**src/hdl/matrix3_inverse_defines.svh**
```systemverilog
// Assertion macros for the 3x3 matrix inverse block.
// Included by the modules that carry checks; needs clk and arst_n in scope.
`ifndef MATRIX3_INVERSE_DEFINES_SVH
`define MATRIX3_INVERSE_DEFINES_SVH
`ifndef SYNTHESIS
// Same-cycle implication, quiet while reset is asserted.
`define MI_ASSERT_IMP(lbl, ante, cons) \
	lbl: assert property (@(posedge clk) disable iff (!arst_n) (ante) |-> (cons)) \
		else $error("matrix3_inverse: check failed");
// Next-cycle implication, quiet while reset is asserted.
`define MI_ASSERT_NXT(lbl, ante, cons) \
	lbl: assert property (@(posedge clk) disable iff (!arst_n) (ante) |=> (cons)) \
		else $error("matrix3_inverse: check failed");
`else
`define MI_ASSERT_IMP(lbl, ante, cons)
`define MI_ASSERT_NXT(lbl, ante, cons)
`endif
`endif

```
**src/hdl/matinv_pkg.sv**
```systemverilog
// Shared widths, types and constants for the 3x3 matrix inverse block.
// No dependencies.
`timescale 1ns / 1ps
package matinv_pkg;
	localparam int unsigned ENT_W      = 16;  // Q4.12 entry
	localparam int unsigned PROD_W     = 32;  // entry product
	localparam int unsigned COF_W      = 33;  // cofactor
	localparam int unsigned MAG_W      = 32;  // cofactor magnitude
	localparam int unsigned DET_W      = 49;  // determinant
	localparam int unsigned DEN_W      = 48;  // determinant magnitude
	localparam int unsigned RES_W      = 32;  // Q16.16 result
	localparam int unsigned QBITS      = 33;  // quotient bits resolved
	localparam int unsigned DIV_LAT    = QBITS + 3;
	localparam int unsigned IN_FRAC_DEF  = 12;
	localparam int unsigned OUT_FRAC_DEF = 16;
	localparam int unsigned DATA_IN_W  = 9 * ENT_W;
	localparam int unsigned DATA_OUT_W = ((9 * RES_W + DET_W + 7) / 8) * 8;

	typedef logic signed [ENT_W-1:0]  ent_t;
	typedef logic signed [PROD_W-1:0] prod_t;
	typedef logic signed [COF_W-1:0]  cof_t;
	typedef logic signed [DET_W-1:0]  det_t;
	typedef logic signed [RES_W-1:0]  res_t;

	localparam res_t RES_MAX = {1'b0, {(RES_W-1){1'b1}}};
	localparam res_t RES_MIN = {1'b1, {(RES_W-1){1'b0}}};

	// cyclic successors of a row or column index
	localparam int unsigned NX1 [3] = '{1, 2, 0};
	localparam int unsigned NX2 [3] = '{2, 0, 1};

	typedef struct packed {
		logic en;   // pipeline advance
		logic vld;  // item entering
	} mi_ctl_t;
endpackage

```
**src/hdl/matinv_det.sv**
```systemverilog
// Determinant by row-0 expansion: three products, then their sum.
// Depends on matinv_pkg.
`timescale 1ns / 1ps
module matinv_det (
	input  logic             clk,
	input  logic             arst_n,
	input  matinv_pkg::mi_ctl_t ctl,
	input  matinv_pkg::ent_t row0 [3],
	input  matinv_pkg::cof_t cof_in [3][3],
	output matinv_pkg::cof_t cof [3][3],
	output matinv_pkg::det_t det,
	output logic             vld
);
	import matinv_pkg::*;

	det_t pr_s4 [3];
	cof_t cof_s4 [3][3];
	cof_t cof_s5 [3][3];
	det_t det_s5;
	logic vld_s4, vld_s5;

	always_ff @(posedge clk or negedge arst_n) begin
		if (!arst_n) begin
			vld_s4 <= 1'b0;
			vld_s5 <= 1'b0;
		end else if (ctl.en) begin
			vld_s4 <= ctl.vld;
			vld_s5 <= vld_s4;
		end
	end

	always_ff @(posedge clk) begin
		if (ctl.en) begin
			for (int j = 0; j < 3; j++) begin
				pr_s4[j] <= det_t'(row0[j]) * det_t'(cof_in[0][j]);
			end
			cof_s4 <= cof_in;
			cof_s5 <= cof_s4;
			det_s5 <= pr_s4[0] + pr_s4[1] + pr_s4[2];
		end
	end

	assign cof = cof_s5;
	assign det = det_s5;
	assign vld = vld_s5;
endmodule

```
**config.mk**
```make
export PLATFORM = sky130hd
export DESIGN_NAME = matinv_det
export DESIGN_NICKNAME = d
export VERILOG_FILES = /design/src/hdl/matrix3_inverse_defines.svh /design/src/hdl/matinv_pkg.sv /design/src/hdl/matinv_det.sv
export SDC_FILE = /design/constraint.sdc
export NUM_CORES = 2
export LEC_CHECK = 0
export CELL_PAD_IN_SITES_DETAIL_PLACEMENT = 1
export CELL_PAD_IN_SITES_GLOBAL_PLACEMENT = 2
export CORE_MARGIN = 8
export CORE_UTILIZATION = 48
export DETAILED_ROUTE_END_ITERATION = 8
export DONT_BUFFER_PORTS = 1
export GPL_TIMING_DRIVEN = 0
export HOLD_SLACK_MARGIN = 0.12
export PLACE_DENSITY = 0.95
export SYNTH_ARGS = -nofsm -noshare
export SYNTH_HDL_FRONTEND = slang
export SYNTH_SLANG_ARGS = --single-unit
```
**constraint.sdc**
```tcl
create_clock -name clk -period 8.5 [get_ports clk]
set_input_delay 1.7 -clock clk [delete_from_list [all_inputs] [get_ports clk]]
set_output_delay 1.7 -clock clk [all_outputs]
set_load 0.005 [all_outputs]
```
==> results.md <==
* I/O Pins at 696
* CTS buffer count at 91
* Hold Path Depth at 0
* WL met2 at 128 mm
* Vias at 54.0k
* Synthesized cell area at 0.0821 mm^2
* Kind of critical path: in -> reg
* Vert. Die Dim at 430 um
* Placed cell area at 0.0849 mm^2
* Most common cell in the synthesized netlist: inv_1
* Area of the multi-input gates at 0.0509 mm^2
* FF+latch count, synth at 792
* CP Cell Sequence: clkbuf_1, nand2_1, fa_1, fa_1, fa_1, inv_1, fa_1, fa_1, inv_1, fa_1, inv_1, ha_1, a2111oi_0, o21ai_0, o21ai_0, nand3_1, a21oi_2, o21ai_0, a21oi_2, o21ai_2, a21o_1, a32oi_2
* Crit path max fanout at 10
* I/O Buffers at 0
* Chip width at 430 um
* Seq/Total Area, Yosys at 0.289
* Fill cell count at 18.3k
* Critical path's top delay family: adder cells
* Layout Nets at 9844
* Netlist cell types at 77
* Setup repair bufs after CTS at 0
* Wire length per cell at 26.3 um
* TritonRoute pass-1 iters at 7
* Initial DRC Count at 3668
* GPL Wtd Cong at 0.947
* Post-CTS Hold Fix Bufs at 0
* Post-synth EDFFs at 790
* TNS Setup at 0 ns
* Slew Limit Fails at 0
* Core Rows at 152
* Area growth, synth to finish at 7.22%
* Synth top area share at 0.377
* Register area at 0.0238 mm^2
* Wirelength, routed at 259 mm
* Grt total ovfl at 0
* Ys flop type: edfxtp_1
* Design Area, Final at 0.0881 mm^2
* Setup crit end kind: flop
* Clock root cell: clkbuf_16
* Worst R2R Path Depth at 12
* Hold Path Class: reg -> reg
* CP arrival at 8.73 ns
* R2R Setup Slk at 3.64 ns
* Most Frequent Cell on Critical Path: fa_1
* Core Util, Final at 0.516
* Synth Instances at 7455
* First-pass GRT wire length at 389 mm
* RSZ-0062 raised after global routing: yes
* FMAX at 120 MHz
* Critical Path RT at 8.93 ns
* Final Hold Viols at 0
* Max_cap viols at 0
* Critical path's largest stage delay at 0.54 ns
* CP Buf/Inv Count at 4
* Status: finished, final reports clean
* Met3 wire length at 18.1 mm
* Crit path time final at 8.30 ns
* Longest Clk Path Bufs at 3
* Antenna violations before repair at 41
* Vias/cell at 5.48
* Clock-pin slew on the worst setup and hold paths at 0.08 ns
* Total GRT Usage at 0.282
* Ranking of synthesized cells by area: fa_1 (38%), edfxtp_1 (29%), inv_1 (7.9%)
* DRC at 0
* Synth area leader: fa_1
* Commonest cells in the netlist: inv_1 (1731), fa_1 (1549), nand2_1 (945), edfxtp_1 (790), and2_1 (641)
* Wl on met1 at 95.7 mm
* Syn avg cell area at 11.0 um^2
* Max Used Layer: met5
* Syn Nets at 9748
* Synth async-reset ratio at 0.00253
* Fin worst setup slack at 0.200 ns
* H-tree lvl count at 3
* Sink Count at 792
* Share of cells above drive strength 1 at 0.0316
* Vias in the first global route at 60.8k
* Routed Antenna Nets at 0
* Core Region at 0.171 mm^2
* Warnings, synthesis at 0
* Largest net degree at the start of global routing at 793
* Max-slew headroom at 0.253
* Die ar. at 0.185 mm^2
* Starting Density at 0.481
* Worst clock skew at 0.0389 ns
* Stages on the worst setup path at 22
* Final worst-path cycle share at 0.976
* # setup viols final at 0
* Hpwl dp at 217 mm
* Startpoint Class: primary input
* Clk Latency, worst-skew pair at 0.74 ns
* CTS tree: done
* CP max-delay cell: fa_1
* Worst slack, placed at -1.27 ns
* Worst-Margin Slew at 1.12 ns
==> layer usage <==
metal | track usage | up-vias
li1 | - | 22844
met1 | 0.339 | 28449
met2 | 0.484 | 2151
met3 | 0.0524 | 582
met5 | 0 | -
met4 | 0.147 | 2
==> flip-flops by register name (all words and copies together) (netlist names) <==
register,cells
cof,297
cof_s4,297
det,49
pr_s4,147
vld,1
vld_s4,1
==> placed cells by master (no fill, tap or decap), drive strengths merged, types with 13 or more instances in the layout <==
cell,n
nand3,35
ha,395
o21bai,32
a21o,95
o21ai,100
xor2,47
clkinv,39
inv,1746
clkbuf,365
a211oi,19
a21oi,177
nand4,19
xnor2,155
and3,17
fa,1549
nand2,945
and2,641
o21a,20
a31oi,19
o211ai,14
edfxtp,790
nor2b,29
nand2b,48
nor2,171
nor3,13
==> cells by family after synthesis <==
kind of cell               Yosys count  share of synthesized area
muxes                                5                   0.000640
xor gates and xnor gates           202                     0.0215
adders and majority gates         1944                      0.438
and+or+nand+nor                   1951                      0.114
DFF                                792                      0.289
buffers and inverters             2002                     0.0915
AOI/OAI and AO/OA                  559                     0.0448
==> area by class of cell <==
type | instances | share of cell area
multi-input combinational | 4661 | 0.578
buffer | 269 | 0.0123
tap | 2233 | 0.0317
inverter | 1732 | 0.0738
timing repair buffer | 4 | 0.00125
antenna | 11 | 0.000313
clock inverter | 63 | 0.00649
sequential | 792 | 0.270
clock buffer | 101 | 0.0263
==> stage by stage <==
| stage | instances | hold WS, ns |
|---|---|---|
| detailed placement | 9688 | 0.405 |
| floorplan | 7455 | 0.400 |
| CTS | 9852 | 0.396 |
| global placement | 9688 | 0.400 |
| finish | 9866 | 0.398 |
| global route | 9858 | 0.407 |
==> timing repair <==
item                                    CTS  global route
pin swaps                                 0             1
gates resized for setup                   9           111
endpoints found under the setup margin   11            13
==> path summary, 6_finish.rpt <==
check	startpoint	end
hold / removal	cof_s4[254]	cof[254]
setup reg to reg	pr_s4[0][13]	det[44]
hold reg to reg	cof_s4[254]	cof[254]
min in group asynchronous	arst_n	vld_s4
max in group asynchronous	arst_n	vld
setup / recovery	row0[17]	pr_s4[0][95]
==> worst reg2reg max path, stage by stage, from the launching register on <==
cell and delay (ns):
edfxtp_1 0.46, fa_1 0.50, ha_1 0.38, a21o_1 0.22, a221oi_1 0.35, nand3_1 0.12, a21oi_1 0.38, nor4_1 0.16
a21oi_2 0.32, o211ai_2 0.22, a21oi_1 0.44, nor3_1 0.11, nor4b_1 0.86
Power is left out: the tool's default activity adds up to more than one toggle a clock period on the data nets, which glitch-free logic cannot reach.
